===== config.mk =====
export PLATFORM = sky130hd
export DESIGN_NAME = encoder_window_velocity_unit
export DESIGN_NICKNAME = d
export VERILOG_FILES = /design/src/hdl/ewv_pkg.sv /design/src/hdl/encoder_window_velocity_unit.sv
export SDC_FILE = /design/constraint.sdc
export NUM_CORES = 1
export LEC_CHECK = 0
export ABC_AREA = 1
export BUFFER_PORTS_ARGS = -buffer_cell sky130_fd_sc_hd__buf_4
export CAP_MARGIN = 25
export CORE_ASPECT_RATIO = 1.1
export CORE_MARGIN = 1.5
export CORE_UTILIZATION = 40
export CTS_CLUSTER_DIAMETER = 120
export DETAILED_ROUTE_END_ITERATION = 10
export GPL_TIMING_DRIVEN = 0
export PLACE_DENSITY_LB_ADDON = 0.08
export SLEW_MARGIN = 15
export SYNTH_ARGS = -nofsm -noshare
export SYNTH_HDL_FRONTEND = slang
export SYNTH_SLANG_ARGS = --single-unit

===== constraint.sdc =====
create_clock -name clk -period 5.7 [get_ports clk]
set_input_delay 0.855 -clock clk [delete_from_list [all_inputs] [get_ports clk]]
set_output_delay 0.855 -clock clk [all_outputs]
set_load 0.005 [all_outputs]

===== src/hdl/ewv_pkg.sv =====
// Package for the encoder window velocity unit: payload types and constants.
package ewv_pkg;

	localparam int WINDOW_DEPTH_DEF = 64;

	localparam int WSIZE_W   = 7;
	localparam int POS_W     = 16;
	localparam int SUM_W     = 22;
	localparam int CFG_IDX_W = 8;
	localparam int CFG_DAT_W = 16;

	localparam int LONG_W  = 5;
	localparam int SHORT_W = 4;

	localparam logic [LONG_W-1:0]  LONG_PERIOD  = LONG_W'(20);
	localparam logic [SHORT_W-1:0] SHORT_PERIOD = SHORT_W'(10);

	localparam int WSIZE_RESET = 10;
	localparam logic [POS_W-1:0] PPR_RESET = POS_W'(1024);

	localparam logic [CFG_IDX_W-1:0] REG_WINDOW_SIZE    = CFG_IDX_W'(0);
	localparam logic [CFG_IDX_W-1:0] REG_PULSES_PER_REV = CFG_IDX_W'(1);

	localparam logic ACT_TICK  = 1'b0;
	localparam logic ACT_PRIME = 1'b1;

	typedef struct packed {
		logic             action;
		logic [POS_W-1:0] counter_value;
	} in_item_t;

	typedef struct packed {
		logic [POS_W-1:0] delta_pulses;
		logic [SUM_W-1:0] window_sum;
		logic             velocity_due;
		logic             position_due;
		logic             indicator;
		logic [POS_W-1:0] position_echo;
	} out_item_t;

endpackage


===== src/hdl/encoder_window_velocity_unit.sv =====
// Encoder window velocity unit: pulse delta, moving-window sum and update periods.
// Path: an accepted item is registered in stage 1 and then in the output register, which
//   holds the result until the result transfer.
// Throughput: one item per cycle unless the output stalls; the ring memory is read on
//   input transfer and written when stage 1 retires a tick, with a bypass on one entry.
// Reset (arst_n low, asynchronous): ring valid bits, sum, index, counters, indicator,
//   last position and config registers return to their defaults; no clearing pass.
module encoder_window_velocity_unit
	import ewv_pkg::*;
#(
	parameter int WINDOW_DEPTH = WINDOW_DEPTH_DEF
) (
	input  logic                 clk,
	input  logic                 arst_n,
	input  logic                 in_valid,
	output logic                 in_ready,
	input  in_item_t             in_data,
	output logic                 out_valid,
	input  logic                 out_ready,
	output out_item_t            out_data,
	input  logic                 cfg_valid,
	output logic                 cfg_ready,
	input  logic [CFG_IDX_W-1:0] cfg_index,
	input  logic [CFG_DAT_W-1:0] cfg_data
);

	// Ring address width and a compare width wide enough for both the index+1
	// and the window size register.
	localparam int AW    = (WINDOW_DEPTH > 1) ? $clog2(WINDOW_DEPTH) : 1;
	localparam int CMP_W = ((AW + 1) > WSIZE_W) ? (AW + 1) : WSIZE_W;
	localparam int WSIZE_RST_VAL = (WSIZE_RESET < WINDOW_DEPTH) ? WSIZE_RESET : WINDOW_DEPTH;

	// ---------------------------------------------------------------------
	// Configuration: always ready; the user writes only while idle, which is not enforced.
	// ---------------------------------------------------------------------
	logic [WSIZE_W-1:0] window_size_q;
	logic [POS_W-1:0]   ppr_q;
	logic               cfg_xfer;
	logic [CMP_W-1:0]   cfg_ws_ext;
	logic [WSIZE_W-1:0] cfg_ws_clamped;

	assign cfg_ready = 1'b1;
	assign cfg_xfer  = cfg_valid & cfg_ready;

	// Clamp the written window size into 1..WINDOW_DEPTH.
	always_comb begin
		cfg_ws_ext = CMP_W'(cfg_data[WSIZE_W-1:0]);
		if (cfg_ws_ext == '0) begin
			cfg_ws_clamped = WSIZE_W'(1);
		end else if (cfg_ws_ext > CMP_W'(WINDOW_DEPTH)) begin
			cfg_ws_clamped = WSIZE_W'(WINDOW_DEPTH);
		end else begin
			cfg_ws_clamped = cfg_data[WSIZE_W-1:0];
		end
	end

	always_ff @(posedge clk or negedge arst_n) begin
		if (!arst_n) begin
			window_size_q <= WSIZE_W'(WSIZE_RST_VAL);
			ppr_q         <= PPR_RESET;
		end else if (cfg_xfer) begin
			if (cfg_index == REG_WINDOW_SIZE) begin
				window_size_q <= cfg_ws_clamped;
			end else if (cfg_index == REG_PULSES_PER_REV) begin
				ppr_q <= cfg_data[POS_W-1:0];
			end
		end
	end

	// ---------------------------------------------------------------------
	// Pipeline handshake: stage 1 holds the accepted item, the output
	// register holds the finished result.
	// ---------------------------------------------------------------------
	logic s1_valid_s1;
	logic out_valid_q;
	logic s1_adv;
	logic in_xfer;

	assign s1_adv   = s1_valid_s1 & (~out_valid_q | out_ready);
	assign in_ready = ~s1_valid_s1 | s1_adv;
	assign in_xfer  = in_valid & in_ready;

	// ---------------------------------------------------------------------
	// Front end: everything that does not depend on ring contents is settled
	// on the input transfer (delta, ring address, period flags, indicator).
	// ---------------------------------------------------------------------
	logic [POS_W-1:0]   last_pos_q;
	logic [AW-1:0]      ring_idx_q;
	logic [LONG_W-1:0]  long_cnt_q;
	logic [SHORT_W-1:0] short_cnt_q;
	logic               ind_q;

	logic               is_tick;
	logic [POS_W-1:0]   delta_c;
	logic               vel_c;
	logic               pos_c;
	logic [CMP_W-1:0]   idx_inc;
	logic [AW-1:0]      idx_next;

	assign is_tick = (in_data.action == ACT_TICK);

	// Counter dropped: wrap at pulses per revolution, all mod 2^16.
	assign delta_c = (in_data.counter_value < last_pos_q) ?
		(ppr_q - last_pos_q + in_data.counter_value) :
		(in_data.counter_value - last_pos_q);

	assign vel_c = (long_cnt_q >= LONG_PERIOD);
	assign pos_c = (short_cnt_q >= SHORT_PERIOD);

	assign idx_inc  = CMP_W'(ring_idx_q) + CMP_W'(1);
	assign idx_next = (idx_inc >= CMP_W'(window_size_q)) ? '0 : idx_inc[AW-1:0];

	always_ff @(posedge clk or negedge arst_n) begin
		if (!arst_n) begin
			last_pos_q  <= '0;
			ring_idx_q  <= '0;
			long_cnt_q  <= '0;
			short_cnt_q <= '0;
			ind_q       <= 1'b0;
		end else begin
			if (cfg_xfer && cfg_index == REG_WINDOW_SIZE) begin
				ring_idx_q <= '0;
			end else if (in_xfer && is_tick) begin
				ring_idx_q <= idx_next;
			end
			if (in_xfer) begin
				last_pos_q <= in_data.counter_value;
				if (is_tick) begin
					long_cnt_q  <= vel_c ? LONG_W'(1) : long_cnt_q + LONG_W'(1);
					short_cnt_q <= pos_c ? SHORT_W'(1) : short_cnt_q + SHORT_W'(1);
					ind_q       <= ind_q ^ pos_c;
				end
			end
		end
	end

	// Stage 1 payload
	logic               tick_s1;
	logic [POS_W-1:0]   delta_s1;
	logic [POS_W-1:0]   pos_s1;
	logic               vel_s1;
	logic               posdue_s1;
	logic               ind_s1;
	logic [AW-1:0]      addr_s1;

	always_ff @(posedge clk or negedge arst_n) begin
		if (!arst_n) begin
			s1_valid_s1 <= 1'b0;
		end else if (in_xfer) begin
			s1_valid_s1 <= 1'b1;
		end else if (s1_adv) begin
			s1_valid_s1 <= 1'b0;
		end
	end

	always_ff @(posedge clk) begin
		if (in_xfer) begin
			tick_s1   <= is_tick;
			delta_s1  <= is_tick ? delta_c : '0;
			pos_s1    <= in_data.counter_value;
			vel_s1    <= is_tick & vel_c;
			posdue_s1 <= is_tick & pos_c;
			ind_s1    <= is_tick ? (ind_q ^ pos_c) : ind_q;
			addr_s1   <= ring_idx_q;
		end
	end

	// ---------------------------------------------------------------------
	// Delta ring: read on input transfer, written when stage 1 retires a
	// tick. Valid bits stand in for the reset clear; an unwritten entry
	// reads as zero.
	// ---------------------------------------------------------------------
	logic [POS_W-1:0]        ring_mem [WINDOW_DEPTH];
	logic [WINDOW_DEPTH-1:0] ring_vld_q;
	logic [POS_W-1:0]        rd_s1;
	logic                    rd_vld_s1;
	logic                    byp_s1;
	logic [POS_W-1:0]        byp_dat_s1;
	logic                    wr_en;
	logic [POS_W-1:0]        old_delta;

	assign wr_en = s1_adv & tick_s1;

	always_ff @(posedge clk) begin
		if (wr_en) begin
			ring_mem[addr_s1] <= delta_s1;
		end
		if (in_xfer) begin
			rd_s1 <= ring_mem[ring_idx_q];
		end
	end

	always_ff @(posedge clk or negedge arst_n) begin
		if (!arst_n) begin
			ring_vld_q <= '0;
		end else if (wr_en) begin
			ring_vld_q[addr_s1] <= 1'b1;
		end
	end

	// Read and write on the same edge at the same entry: take the new data.
	always_ff @(posedge clk) begin
		if (in_xfer) begin
			rd_vld_s1  <= ring_vld_q[ring_idx_q];
			byp_s1     <= wr_en && (addr_s1 == ring_idx_q);
			byp_dat_s1 <= delta_s1;
		end
	end

	assign old_delta = byp_s1 ? byp_dat_s1 : (rd_vld_s1 ? rd_s1 : '0);

	// ---------------------------------------------------------------------
	// Running sum and output register
	// ---------------------------------------------------------------------
	logic [SUM_W-1:0] sum_q;
	logic [SUM_W-1:0] sum_next;
	out_item_t        out_q;

	assign sum_next = sum_q - SUM_W'(old_delta) + SUM_W'(delta_s1);

	always_ff @(posedge clk or negedge arst_n) begin
		if (!arst_n) begin
			sum_q       <= '0;
			out_valid_q <= 1'b0;
		end else begin
			if (wr_en) begin
				sum_q <= sum_next;
			end
			if (s1_adv) begin
				out_valid_q <= 1'b1;
			end else if (out_ready) begin
				out_valid_q <= 1'b0;
			end
		end
	end

	always_ff @(posedge clk) begin
		if (s1_adv) begin
			out_q.delta_pulses  <= delta_s1;
			out_q.window_sum    <= tick_s1 ? sum_next : sum_q;
			out_q.velocity_due  <= vel_s1;
			out_q.position_due  <= posdue_s1;
			out_q.indicator     <= ind_s1;
			out_q.position_echo <= pos_s1;
		end
	end

	assign out_valid = out_valid_q;
	assign out_data  = out_q;

endmodule


---- Word level (Yosys, flattened, before mapping) ----
Memories as Yosys holds them, arrays and structs flattened. A register that Yosys moved wholly into a read port is not among the register bits.
Index checks and enable logic that the tools add are counted.
word-level totals
  bits in registers ....................... 260
  memory bits (writable) .................. 1024
  bits of input ports ..................... 46
  output and inout port bits .............. 60
  word-level logic and storage cells ...... 93
  memories ................................ 1
cells by class
  $add $sub $neg .......................... 8
  $lt $le $gt $ge ......................... 8
  eq/ne operators ......................... 2
  muxes and demuxes ....................... 22
  bitwise gates (word level) .............. 13
  reductions and logical operators ........ 12
memories
  memory    depth  bits a word  rd ports  clocked after memory_dff  wr ports  RTL line                             source
  ring_mem  64     16           1         1                         1         encoder_window_velocity_unit.sv:173  logic [POS_W-1:0] ring_mem [WINDOW_DEPTH];
operators with widths
  kind                 number
  $or 64x64->64        1
  $mux 16              3
  $sub 16x16->16       2
  $add 22x16->22       1
  $mux 22              1
  $sub 22x16->22       1
  $mux 6               3
  $add 16x16->16       1
  $lt 16x16->1         1
  $lt 6x7->1 const B   2
  $mux 7               2
  $mux 1               9
  $eq 8x1->1 const B   1
  $logic_not 8->1      1
  $add 6x1->7 const B  1
  $ge 7x7->1           1
  $gt 7x7->1 const B   1
  $logic_not 7->1      1
  $bmux 1 s6           1
  $demux 1 s6          1
  $eq 6x6->1           1
  $ge 6x1->1 const B   1
  $reduce_bool 2->1    3
  $add 5x1->5 const B  1
  12 further kinds     24

---- Longest topological paths before layout ----
  depth after elaboration ................. 8
  mapped depth ............................ 19
  gate-level depth less buffers ........... 18

---- Least setup slack after synthesis ----
Ideal clock, no wire load.
  path kind ............................... register -> register
  from .................................... register delta_s1[1]
  to ...................................... register out_q, in the netlist out_data[25] (data pin)
  setup time .............................. 0.268 ns
  arrival time ............................ 2.860 ns
  required time ........................... 5.432 ns
  setup slack ............................. 2.572 ns
  stages on the path, launching flop included .. 10
  buffers on the path ..................... 0
  clock period less this slack ............ 3.128 ns
  cell sequence ........................... edfxtp_1 > fa_1 > fa_1 > nand3_1 > nand3_1 > nand2_1 > nand2_1 > or2_2 > nand3_1 > o21ai_0
between the ends
  longest elaborated chain between the ends .. 2
ends and longest elaborated chain
  what                    RTL line                             source
  from (decl)             encoder_window_velocity_unit.sv:139  logic [POS_W-1:0] delta_s1;
  from (signal assigned)  encoder_window_velocity_unit.sv:159  delta_s1 <= is_tick ? delta_c : '0;
  $add 22x16->22          encoder_window_velocity_unit.sv:219  assign sum_next = sum_q - SUM_W'(old_delta) + SUM_W'(delta_s1);
  $mux 22                 encoder_window_velocity_unit.sv:240  out_q.window_sum <= tick_s1 ? sum_next : sum_q;
  to (decl)               encoder_window_velocity_unit.sv:217  out_item_t out_q;
Every way passes these cells.
A chain may end at the register's enable or synchronous reset.

---- Worst setup path after layout ----
  from .................................... register byp_s1
  to ...................................... register out_q, in the netlist out_data[29] (data pin)
between the ends
  longest elaborated chain between the ends .. 4
ends and longest elaborated chain
  what                    RTL line                             source
  from (decl)             encoder_window_velocity_unit.sv:177  logic byp_s1;
  from (signal assigned)  encoder_window_velocity_unit.sv:205  byp_s1 <= wr_en && (addr_s1 == ring_idx_q);
  $mux 16                 encoder_window_velocity_unit.sv:210  assign old_delta = byp_s1 ? byp_dat_s1 : (rd_vld_s1 ? rd_s1 : '0);
  $sub 22x16->22          encoder_window_velocity_unit.sv:219
  $add 22x16->22          encoder_window_velocity_unit.sv:219
  $mux 22                 encoder_window_velocity_unit.sv:240
Every way passes these cells.

==> results.md <==
- Synth top cells by count: 1903 x nand2_1, 1157 x edfxtp_1, 689 x nand3_1
- Fin nets: 5670
- Chip Height: 398 um
- I/O pin cnt: 106
- Most common cell in the netlist: nand2_1
- Clk pin slew, worst setup/hold paths: 60 ps
- Die area: 144000 sq um
- First-pass GRT wire length: 274000 um
- Hold Path Class: primary input to async pin
- Yosys top cell area share: 61.3%
- Final setup viols: 0
- RSZ-0062 raised after global routing: false
- Status: finished clean
- Clk sinks: 1300
- Routed WL per cell: 25.8 um
- Slew Viols, Final: 0
- Clock tree buffer depth: 3
- DP HPWL: 137000 um
- Initial core utilization: 40.3%
- GRT Util Overall: 26.9%
- Final Cell Area: 66500 sq um
- Setup Fix Bufs, Post-CTS: 0
- Filler instances: 12.8k
- Routability congestion estimate: 0.956
- Synthesized area: 56600 sq um
- Synthesized area per cell: 10.9 sq um
- Crit path max fanout: 10
- Area of the multi-input gates: 16000 sq um
- Layout area overhead: 17.3%
- Area leader, netlist: edfxtp_1
- Synth warn: 0
- Required time of the critical path: 6190 ps
- Hold Vio Cnt, Final: 0
- Slew headroom: 21.1%
- Post-synthesis sequential area ratio: 67.7%
- Initial DRC count: 4348
- Synth Net Count: 5319
- Critical setup path kind: register to register
- Clock insertion delay at the later pin of the skew report: 810 ps
- Leak: 26.7 nW
- Root buf cell: clkbuf_16
- Post-synthesis async set-or-reset flop share: 11.0%
- Initial antenna violation count: 7
- WL final: 193000 um
- PD cells: 492 nW/um^2
- CTS tree: built
- Largest net degree at the start of global routing: 81
- Top FF cell, synth: edfxtp_1
- Vias per cell: 5.31
- Worst Tran Pin Value: 1180 ps
- Startpoint types: register
- Antenna cells: 0
- Netlist cell types: 57
- Hold_ws: 45.6 ps
- Layout Skew: 24.7 ps
- Top cells by area, synth: edfxtp_1 61%, nand2_1 13%, dfrtp_1 6.2%
- Vias in the first global route: 38.2k
- Die Width: 362 um
- Final worst path period need: 3880 ps
- Setup TNS: 0 ps
- Register bit total from synthesis: 1300
- Routed Antenna Nets: 0
- Hold Buf Count CTS: 0
- Pre-antenna DRT Iters: 6
- Resize count post-CTS: 0
- Fmax: 258 MHz
- Row count: 144
- Buffers on Ports: 103
- EDFF count, synth: 1157
- Max-Cap Viols: 0
- GRT overflow: 0
- Layout cells sized above 1: 13.8%
- Register area: 38300 sq um
- Core area: 140000 sq um
- Peak supply drop: 362 uV
- Worst path arrival time: 4360 ps
- Placed Instance Area: 61800 sq um
- # H-tree levels: 4
- Crit. End Element: register
- Final period utilization: 68.0%
- Synth Instances: 5175
- Number of CTS-inserted buffers: 142
- DRC violations left: 0
- Via count: 39.6k
cell type report:
cell class              count  share of cell area, %
plain buffers             251                   2.27
inverters                 293                   1.67
repair buffers            207                   3.86
clock inverters            85                   1.36
well taps                1825                   3.44
clock buffers             172                   5.67
flip-flops and latches   1300                   57.7
multi-input cells        3331                   24.1
placed cells by master, fill, tap and decap left out, types with 20 or more instances in the layout:
cell type	netlist	final
nand2_1	1903	1903
edfxtp_1	1157	1157
nand3_1	689	689
inv_1	283	282
a21oi_1	181	181
clkbuf_16	0	145
buf_2	142	142
buf_4	39	141
dfrtp_1	140	140
o21ai_0	92	92
buf_8	1	77
nor2_1	137	73
ha_1	66	66
clkbuf_1	26	49
buf_6	31	39
or2_2	38	38
nor2_2	2	38
fa_1	32	32
nor2_4	1	29
clkinv_1	1	28
xor2_1	20	20
buf_16	0	20
metrics by stage:
stage          setup slack [ps]  instances  util, %  power (mW)
2_1_floorplan              2570       5175        -        18.3
3_3_place_gp                253       7103     42.5        23.0
3_5_place_dp               1860       7207     44.0        23.4
4_1_cts                    1860       7464     47.4        32.7
5_1_grt                    1550       7464     47.4        34.2
6_report                   1820       7464     47.4        32.7
flip-flops by register name, summed over array words and instances (netlist names), 4 cells and up:
signal / count
long_cnt_q: 5
byp_dat_s1: 16
last_pos_q: 16
rd_s1: 16
ppr_q: 16
ring_mem: 1024
delta_s1: 16
ring_idx_q: 6
ring_vld_q: 64
short_cnt_q: 4
pos_s1: 16
addr_s1: 6
sum_q: 22
out_data: 57
window_size_q: 7
power breakdown:
part,internal (mW),total (mW),leakage (nW),switching [mW]
combinational,3.35,11.5,12.1,8.19
clock,5.42,9.39,2.26,3.97
sequential,11.4,11.7,12.3,0.369
metal layers:
metal	vias to the layer above	wire length (um)	share of wire [%]	GRT usage [%]
met5	-	50	0.026	0
met1	19600	81800	42	36.1
met2	1371	90500	47	43.6
li1	18400	-	-	-
met3	329	12900	6.7	4.46
met4	8	7540	3.9	10.6
final timing paths:
kind                       startpoint              to  slack [ps]  depth (start not counted)
max                            byp_s1    out_data[29]        1820                         15
min                            arst_n       sum_q[17]          50                          1
max reg2reg                    byp_s1    out_data[29]        1820                         15
min reg2reg                 pos_s1[5]     out_data[5]         410                          0
max in group asynchronous      arst_n  ring_vld_q[18]        4800                          2
min in group clk           in_data[1]       pos_s1[1]         260                          1
critical path: stages, from the launching register on:
cell      delay (ps)
edfxtp_1         360
clkbuf_1         210
inv_1             90
nand2_1           50
inv_1            190
clkbuf_1         400
a22oi_1          160
fa_1             470
ha_1             360
nand2_1          200
inv_1             60
a21oi_1          210
nand3_1          250
or2_2            350
nand3_1           60
o21ai_0          140
kinds of logic after synthesis:
kind of cell	share of synthesized area (%)
fa+ha+maj	2.59
mux	0.179
compound gates	3.45
simple gates	21.0
xor+xnor	0.449
buf+inv	4.63
other cells	0.00662
flops	67.7
No activity file was read; power rests on OpenSTA's default activity.
